==> config.mk <==
export PLATFORM = sky130hd
export DESIGN_NAME = block_average_decimator_fifo
export DESIGN_NICKNAME = d
export VERILOG_FILES = /design/src/rtl/bavgdec_pkg.sv /design/src/rtl/block_average_decimator_fifo.sv
export SDC_FILE = /design/constraint.sdc
export NUM_CORES = 2
export LEC_CHECK = 0
export BUFFER_PORTS_ARGS = -buffer_cell sky130_fd_sc_hd__buf_2
export CAP_MARGIN = 20
export CORE_ASPECT_RATIO = 1.2
export CORE_UTILIZATION = 40
export DETAILED_ROUTE_END_ITERATION = 10
export GPL_TIMING_DRIVEN = 0
export MAX_ROUTING_LAYER = met4
export PLACE_DENSITY = 0.69
export SYNTH_ARGS = -nofsm -noshare
export SYNTH_HDL_FRONTEND = slang
export SYNTH_SLANG_ARGS = --single-unit
export TNS_END_PERCENT = 1
==> constraint.sdc <==
create_clock -name clk -period 6.3 [get_ports clk]
set_clock_uncertainty 0.15 [all_clocks]
set_input_delay 0.315 -clock clk [delete_from_list [all_inputs] [get_ports clk]]
set_output_delay 0.315 -clock clk [all_outputs]
set_load 0.05 [all_outputs]
==> src/rtl/bavgdec_pkg.sv <==
// ----------------------------------------------------------------------------
// bavgdec_pkg
// Shared types and constants for the block average decimator.
// ----------------------------------------------------------------------------
package bavgdec_pkg;

  localparam int SAMPLE_W = 10;
  localparam int SUM_W    = 20;
  localparam int COUNT_W  = 10;
  localparam int MEAN_W   = 10;
  localparam int CMD_W    = 2;

  localparam logic [MEAN_W-1:0] MEAN_MAX = '1;

  typedef logic [CMD_W-1:0] cmd_t;

  localparam cmd_t CMD_SAMPLE = 2'd0;
  localparam cmd_t CMD_POP    = 2'd1;
  localparam cmd_t CMD_START  = 2'd2;

endpackage

==> src/rtl/block_average_decimator_fifo.sv <==
// ----------------------------------------------------------------------------
// block_average_decimator_fifo
// Boxcar decimator that queues block means in a ring FIFO held in memory.
// ----------------------------------------------------------------------------
// The block accepts a new beat in each clock while its pipeline flows. A
// sample beat (command 0) adds its reading to the running sum; after
// BLOCK_LEN samples the sum travels down two pipeline registers, where a
// constant reciprocal multiplier forms the mean, and is then written into
// a FIFO_DEPTH entry memory with one write and one registered read port. A
// pop beat (command 1) reads the oldest mean and presents it on the output
// after stages a and b and the output register, with empty and sticky
// overflow flags in tuser. A start beat (command 2) clears the sum, the
// count, the FIFO and the overflow flag. While a result waits on the
// output, a pop beat stalls in stage b, and the input stalls once stage a
// also holds a beat. There is no clearing pass after reset.
// ----------------------------------------------------------------------------
module block_average_decimator_fifo
  import bavgdec_pkg::*;
#(
  parameter int BLOCK_LEN  = 900,
  parameter int FIFO_DEPTH = 128
) (
  input  logic        clk,
  input  logic        rst_n,
  input  logic        in_tvalid,
  output logic        in_tready,
  input  logic [15:0] in_tdata,   // [9:0] sample
  input  logic [1:0]  in_tuser,   // [1:0] command
  output logic        out_tvalid,
  input  logic        out_tready,
  output logic [15:0] out_tdata,  // [9:0] mean_value
  output logic [1:0]  out_tuser   // [0] empty_res, [1] overflowed
);

  localparam int PTR_W    = (FIFO_DEPTH > 1) ? $clog2(FIFO_DEPTH) : 1;
  localparam int FILL_W   = $clog2(FIFO_DEPTH + 1);
  localparam int DIV_SHIFT = SUM_W + $clog2(BLOCK_LEN);
  localparam int MULT_W   = SUM_W + 2;
  localparam int PROD_W   = SUM_W + MULT_W;
  localparam longint unsigned DIV_MULT =
    ((64'd1 << DIV_SHIFT) + BLOCK_LEN - 1) / BLOCK_LEN;

  // Running accumulation.
  logic [SUM_W-1:0]   sum_r, sum_nxt, sum_add;
  logic [COUNT_W-1:0] count_r, count_nxt, count_inc;

  // Pipeline stage a: command and finished block sum.
  logic               a_valid_r, a_valid_nxt, a_enter, a_go;
  cmd_t               a_cmd_r;
  logic [SUM_W-1:0]   a_sum_r;

  // Pipeline stage b: command and reciprocal product.
  logic               b_valid_r, b_valid_nxt, b_go;
  cmd_t               b_cmd_r;
  logic [PROD_W-1:0]  b_prod_r;
  logic [PROD_W-1:0]  b_quot;
  logic [MEAN_W-1:0]  b_mean;

  // FIFO control.
  logic [PTR_W-1:0]   wptr_r, wptr_nxt, rptr_r, rptr_nxt;
  logic [FILL_W-1:0]  fill_r, fill_nxt;
  logic               drop_r, drop_nxt;
  logic               fifo_full, fifo_empty;
  logic               mem_we, mem_re;

  // Output stage.
  logic               out_valid_r, out_valid_nxt, out_free;
  logic               out_empty_r, out_ovf_r;
  logic [MEAN_W-1:0]  rd_data_r;

  logic               in_beat;
  cmd_t               in_cmd;

  logic [MEAN_W-1:0]  mem [FIFO_DEPTH];

  assign in_cmd    = cmd_t'(in_tuser);
  assign out_free  = !out_valid_r || out_tready;
  assign b_go      = b_valid_r && ((b_cmd_r != CMD_POP) || out_free);
  assign a_go      = a_valid_r && (!b_valid_r || b_go);
  assign in_tready = !a_valid_r || a_go;
  assign in_beat   = in_tvalid && in_tready;

  assign sum_add   = sum_r + SUM_W'(in_tdata[SAMPLE_W-1:0]);
  assign count_inc = count_r + COUNT_W'(1);

  always_comb begin
    sum_nxt   = sum_r;
    count_nxt = count_r;
    a_enter   = 1'b0;
    if (in_beat) begin
      case (in_cmd)
        CMD_SAMPLE: begin
          if (count_inc >= COUNT_W'(BLOCK_LEN)) begin
            sum_nxt   = '0;
            count_nxt = '0;
            a_enter   = 1'b1;
          end else begin
            sum_nxt   = sum_add;
            count_nxt = count_inc;
          end
        end
        CMD_POP: begin
          a_enter = 1'b1;
        end
        CMD_START: begin
          sum_nxt   = '0;
          count_nxt = '0;
          a_enter   = 1'b1;
        end
        default: begin
        end
      endcase
    end
  end

  assign a_valid_nxt = in_beat ? a_enter : (a_go ? 1'b0 : a_valid_r);
  assign b_valid_nxt = a_go ? 1'b1 : (b_go ? 1'b0 : b_valid_r);

  always_ff @(posedge clk) begin
    if (!rst_n) begin
      sum_r     <= '0;
      count_r   <= '0;
      a_valid_r <= 1'b0;
      b_valid_r <= 1'b0;
    end else begin
      sum_r     <= sum_nxt;
      count_r   <= count_nxt;
      a_valid_r <= a_valid_nxt;
      b_valid_r <= b_valid_nxt;
    end
  end

  always_ff @(posedge clk) begin
    if (in_beat) begin
      a_cmd_r <= in_cmd;
      a_sum_r <= sum_add;
    end
    if (a_go) begin
      b_cmd_r  <= a_cmd_r;
      b_prod_r <= PROD_W'(a_sum_r) * PROD_W'(MULT_W'(DIV_MULT));
    end
  end

  // The reciprocal is rounded up with enough fraction bits that the
  // truncated product equals the exact quotient for every 20-bit sum.
  assign b_quot = b_prod_r >> DIV_SHIFT;
  assign b_mean = (b_quot > PROD_W'(MEAN_MAX)) ? MEAN_MAX : b_quot[MEAN_W-1:0];

  assign fifo_full  = (fill_r == FILL_W'(FIFO_DEPTH));
  assign fifo_empty = (fill_r == '0);

  always_comb begin
    wptr_nxt      = wptr_r;
    rptr_nxt      = rptr_r;
    fill_nxt      = fill_r;
    drop_nxt      = drop_r;
    mem_we        = 1'b0;
    mem_re        = 1'b0;
    out_valid_nxt = out_tready ? 1'b0 : out_valid_r;
    if (b_go) begin
      case (b_cmd_r)
        CMD_SAMPLE: begin
          if (fifo_full) begin
            drop_nxt = 1'b1;
          end else begin
            mem_we   = 1'b1;
            wptr_nxt = (wptr_r == PTR_W'(FIFO_DEPTH - 1)) ? '0 : wptr_r + PTR_W'(1);
            fill_nxt = fill_r + FILL_W'(1);
          end
        end
        CMD_POP: begin
          out_valid_nxt = 1'b1;
          if (!fifo_empty) begin
            mem_re   = 1'b1;
            rptr_nxt = (rptr_r == PTR_W'(FIFO_DEPTH - 1)) ? '0 : rptr_r + PTR_W'(1);
            fill_nxt = fill_r - FILL_W'(1);
          end
        end
        CMD_START: begin
          wptr_nxt = '0;
          rptr_nxt = '0;
          fill_nxt = '0;
          drop_nxt = 1'b0;
        end
        default: begin
        end
      endcase
    end
  end

  always_ff @(posedge clk) begin
    if (!rst_n) begin
      wptr_r      <= '0;
      rptr_r      <= '0;
      fill_r      <= '0;
      drop_r      <= 1'b0;
      out_valid_r <= 1'b0;
    end else begin
      wptr_r      <= wptr_nxt;
      rptr_r      <= rptr_nxt;
      fill_r      <= fill_nxt;
      drop_r      <= drop_nxt;
      out_valid_r <= out_valid_nxt;
    end
  end

  // Flags of a pop beat; the overflow flag is sampled before this pop.
  always_ff @(posedge clk) begin
    if (b_go && (b_cmd_r == CMD_POP)) begin
      out_empty_r <= fifo_empty;
      out_ovf_r   <= drop_r;
    end
  end

  // Mean storage: one write port, one registered read port. A read of an
  // entry always comes in a later cycle than the write to that entry.
  always_ff @(posedge clk) begin
    if (mem_we) begin
      mem[wptr_r] <= b_mean;
    end
    if (mem_re) begin
      rd_data_r <= mem[rptr_r];
    end
  end

  assign out_tvalid = out_valid_r;
  assign out_tdata  = {(16 - MEAN_W)'(0), (out_empty_r ? '0 : rd_data_r)};
  assign out_tuser  = {out_ovf_r, out_empty_r};

endmodule
-- Yosys cells after proc, flatten, opt, wreduce, memory -nomap -nowiden
Memory sizes are Yosys's and may differ from the RTL's. A register that Yosys moved wholly into a read port is not among the register bits.
Cells that the tools add are included.
- input bits: 22
- logic and storage cells: 96
- memories: 1
- flip-flop bits (word level): 123
- RAM bits: 1280
- output and inout port bits: 20
- eq/ne operators: 11
- order comparisons: 2
- mux-type cells: 34
- reductions and logical operators: 26
- multipliers: 1
- add/subtract/negate cells: 6
- memories (name ; words ; bits a word ; read ports ; clocked after memory_dff ; wr ports ; RTL line ; text):
    mem ; 128 ; 10 ; 1 ; 1 ; 1 ; block_average_decimator_fifo.sv:74 ; logic [MEAN_W-1:0] mem [FIFO_DEPTH];
- operators by type and width (cell ; number):
    $mul A20 B21 Y41 const B ; 1
    $pmux W20 S2 ; 1
    $mux W10 ; 3
    $mux W7 ; 4
    $pmux W7 S2 ; 2
    $pmux W8 S3 ; 1
    $add A20 B10 Y20 ; 1
    $mux W20 ; 1
    $pmux W10 S2 ; 1
    $mux W1 ; 17
    $mux W8 ; 2
    $add A7 B1 Y7 const B ; 2
    $eq A7 B7 Y1 const B ; 2
    $gt A11 B10 Y1 const B ; 1
    $add A10 B1 Y10 const B ; 1
    $ge A10 B10 Y1 const B ; 1
    $reduce_bool A2 Y1 ; 5
    $reduce_and A3 Y1 ; 3
    $add A8 B1 Y8 const B ; 1
    $eq A8 B8 Y1 const B ; 1
    $logic_not A8 Y1 ; 1
    $sub A8 B1 Y8 const B ; 1
    $ne A2 B2 Y1 const B ; 3
    $eq A2 B1 Y1 const B ; 2
    other kinds (11) ; 22

-- Depth between registers and ports, before layout
- word-level depth: 9
- depth in mapped cells: 22
- gate-level depth less buffers: 22

-- Least setup slack after synthesis
No wires, ideal clock.
- path type: reg2reg
- from: register a_sum_r[17]
- to: register b_prod_r[40], data pin
- data arrival time: 5.739 ns
- clock period less this slack: 6.151 ns
- stages on the path, launching flop included: 21
- library setup time: 0.263 ns
- setup slack: 0.149 ns
- buffers on the path: 0
- required time: 5.887 ns
- cell sequence: edfxtp_1 > fa_1 > inv_1 > fa_1 > fa_1 > inv_1 > fa_1 > inv_1 > fa_1 > fa_1 > inv_1 > fa_1 > ha_1 > nand4_1 > or4_1 > nor3_1 > a221o_1 > o21ai_1 > o21ai_1 > and4_1 > nor3_1
- longest elaborated chain between the ends: 1
- RTL lines (element ; RTL line ; text):
    start: declaration ; block_average_decimator_fifo.sv:50 ; logic [SUM_W-1:0] a_sum_r;
    start signal: assignment ; block_average_decimator_fifo.sv:136 ; a_sum_r <= sum_add;
    $mul A20 B21 Y41 ; block_average_decimator_fifo.sv:140 ; b_prod_r <= PROD_W'(a_sum_r) * PROD_W'(MULT_W'(DIV_MULT));
    end signal: assignment ; block_average_decimator_fifo.sv:140 ;
    end: declaration ; block_average_decimator_fifo.sv:55 ; logic [PROD_W-1:0] b_prod_r;
Every way passes these cells.
A chain may end at the register's enable or synchronous reset.

-- Worst setup path after layout
Same ends and word-level chain as after synthesis.

==> results.md <==
* Compound-gate portion of the synthesized area at 2.00%
* Layout net count at 3777
* Final Hold Fails at 0
* Die area at 154000 um^2
* Total detailed-routing wirelength at 140 mm
* Most common cell after layout, fill and taps aside: edfxtp_1
* Area of the mapped netlist at 60900 um^2
* Worst vdd ir at 0.000424 V
* Sequential area share after synthesis at 67.2%
* Status: complete, but fails checks
* Mean post-synth cell area at 19.3 um^2
* Via count at 30.3k
* Number of cell rows at 156
* DR DRC count at 0
* Die span in x at 358 um
* Multi-input logic area at 18600 um^2
* Final Util at 45.4%
* Final count of pins violating max slew at 0
* Boundary Pins at 42
* TritonCTS Buffers at 120
* Failing checks: setup timing
* Clk buf depth at 3
* Period Utilization, post-route at 101%
* Final GP Congestion at 0.907
* Largest family of logic cells by synthesized area: multiplexers
* Flop pwr share at 45.1%
* Min-delay worst type: in -> reg
* Fill cells at 12.6k
* Maxcap violations at 0
* Final HPWL DP at 99.3 mm
* GRT Overall Usage at 19.0%
* Crit path kind: reg -> reg
* Post-synthesis mux area share at 15.8%
* Fin crit period at 6.37 ns
* Synth top area share at 65.4%
* Critical Path Max Stage Delay at 0.56 ns
* Initial Util at 40.4%
* Largest net degree at the start of global routing at 93
* Startpoint Class: register
* Sw frac at 28.1%
* Biggest area consumer among synthesized cells: edfxtp_1
* Clock Pin Slew Worst Setup and Hold Paths at 0.07 ns
* Yosys reg bits at 1383
* Sequential cell area at 41000 um^2
* Total power draw at 0.0226 W
* Initial DRT Pass Iterations at 6
* Crit. End Element: register
* Critical Path RT at 6.59 ns
* Post-synthesis simple-gate area fraction at 2.98%
* FFs w/ async S/R, synth at 0%
* Minimum hold slack at 0.0562 ns
* TritonCTS clock tree: yes
* Worst-path cell chain: fa_1, inv_1, fa_1, fa_1, fa_1, fa_1, inv_1, fa_1, fa_2, ha_4, nand4_1, or4_4, nor2_1, a221o_1, o21ai_4, o21ai_4, and4_1, nor3_1
* Post-Synth Adder-Cell Area at 8.97%
* CTS Sinks at 1383
* Worst-Skew Late Latency at 0.79 ns
* Clk Tree Root Cell: clkbuf_16
* Number of global-route vias before repair at 31.4k
* Synth unique cells at 64
* Final count of negative-setup-slack endpoints at 2
* Initial antenna violation count at 5
* Relative slew slack at 20.5%
* Mean routed wirelength per cell at 25.5 um
* Synth Flop Type: edfxtp_1
* Crit-path leading delay family: adder cells
* Gate power share at 22.6%
* Max frequency at 157 MHz
* Yosys warnings at 0
* Psw at 0.00636 W
* Clock share of power at 32.3%
* Leakage at 22.4 nW
* Crit path max fanout at 6
* Number of synthesized flops with an enable pin at 1327
* Buffers & Inverters on Critical Path at 2
* Die Ht at 430 um
* Commonest cells after routing, fill and taps aside: edfxtp_1, mux4_2, inv_1, ha_1, nor2_1
* Iter 0 DRT Violations at 3077
* Final WS setup at -0.0746 ns
* Crit path max-delay cell type: fa_1
* ANT nets after route at 0
* Vias/cell at 5.53
* Int Power at 0.0163 W
* Port buffer count at 29
* Power Dens Cells at 330 nW/um^2
* CP dominant cell by count: fa_1
* Post-synthesis xor/xnor area fraction at 0.618%
* Layout cells sized above 1 at 22.0%
* RSZ-0062 raised after global routing: true
* Post-Syn Instances at 3161
* Core Box Area at 151000 um^2
* Layout Area Growth over Synthesis at 12.4%
* H-tree Lvls at 3
* Gr ovfl total at 0
* Worst-margin pin slew at 1.19 ns
* Crit path arrival time at 6.66 ns
* First-pass GRT wire length at 207 mm
* Top post-synthesis cells by area: edfxtp_1, mux4_2, ha_1
## path summary, 6_finish.rpt
check	startpoint	endpoint	slack, ns	depth (start not counted)
worst max register to register	a_sum_r[17]$_DFFE_PP_	b_prod_r[40]$_DFFE_PP_	-0.07	18
worst max-delay path	a_sum_r[17]$_DFFE_PP_	b_prod_r[40]$_DFFE_PP_	-0.07	18
worst min register to register	drop_r$_SDFFE_PN0P_	out_ovf_r$_DFFE_PP_	0.29	0
worst min-delay path	in_tdata[8]	a_sum_r[8]$_DFFE_PP_	0.06	3
## sequential cells by signal, summed over array words and instances (netlist names)
| signal | count |
|---|---|
| mem | 1280 |
| a_sum_r | 20 |
| sum_r | 20 |
| b_prod_r | 11 |
| count_r | 10 |
| rd_data_r | 10 |
| fill_r | 8 |
| rptr_r | 7 |
| wptr_r | 7 |
| a_cmd_r | 2 |
| b_cmd_r | 2 |
| a_valid_r | 1 |
| b_valid_r | 1 |
| drop_r | 1 |
| out_empty_r | 1 |
| out_ovf_r | 1 |
| out_tvalid | 1 |
## synthesized netlist by cell type, drive strengths merged (11+ instances only)
master,instances
or2,12
fa,125
a31oi,16
xnor2,25
nor2b,44
inv,234
and2,11
buf,63
and3,12
a21o,26
o21ai,35
nor2,177
nand2,67
edfxtp,1327
xor2,18
clkbuf,67
ha,237
nand3,24
dfxtp,56
nor3,11
a22oi,18
a21oi,35
mux4,420
## through the flow
stage / area (um^2) / worst slack, ns / instances / TNS [ns]
after floorplan: 60900 / 0.149 / 3166 / 0
after global placement: 63600 / -0.578 / 5170 / -3.01
after detailed placement: 63900 / -0.654 / 5187 / -3.54
after CTS: 68200 / -0.0714 / 5447 / -0.145
after global routing: 68500 / -0.222 / 5473 / -1.13
final: 68500 / -0.0746 / 5475 / -0.0880
## worst register-to-register path: stages, from the launching register on
cell and delay, ns:
edfxtp_1 0.46, fa_1 0.56, inv_1 0.05, fa_1 0.46, fa_1 0.41, fa_1 0.50
fa_1 0.49, inv_1 0.05, fa_1 0.54, fa_2 0.50, ha_4 0.30, nand4_1 0.11
or4_4 0.46, nor2_1 0.14, a221o_1 0.31, o21ai_4 0.12, o21ai_4 0.23, and4_1 0.22
nor3_1 0.06
## layout make-up
cell class                 count  area share (%)
antenna                        2         0.00731
buffer                       130           0.846
clock buffer                 140            4.52
clock inverter                87            1.20
inverter                     234            1.28
multi-input combinational   1419            27.2
sequential                  1383            59.8
tap                         1975            3.61
timing repair buffer         105            1.51
## routing by layer
layer	vias to the layer above	GRT usage, %	routed length (um)
li1	13000	-	-
met4	0	7.63	5920
met1	15900	22.9	51800
met2	1111	31.9	71800
met5	-	-	0
met3	255	2.97	10300
## logic make-up after synthesis
logic type,after synthesis
other,1
multiplexers,434
adder cells (fa/ha/maj),362
XOR/XNOR,43
flip-flops,1383
AND/OR/NAND/NOR,391
buffers and inverters,364
AO/OA/AOI/OAI,183
## timing repair
action                                  in CTS  in global routing
resized for setup                           11                  7
hold buffers                                12                  0
buffers inserted                            21                  7
hold endpoints to repair                    18                  0
endpoints found under the setup margin      10                  9
pin swaps                                    7                  1
## power by group through the flow
stage | clock, W | sequential [W] | combinational, W
after global routing | 0.00773 | 0.0102 | 0.00586
after global placement | 0 | 0.0104 | 0.00480
final | 0.00731 | 0.0102 | 0.00511
after floorplan | 0 | 0.0104 | 0.00348
after detailed placement | 0 | 0.0104 | 0.00488
after CTS | 0.00741 | 0.0102 | 0.00518
Note: power is estimated with default switching activity, not from simulation.
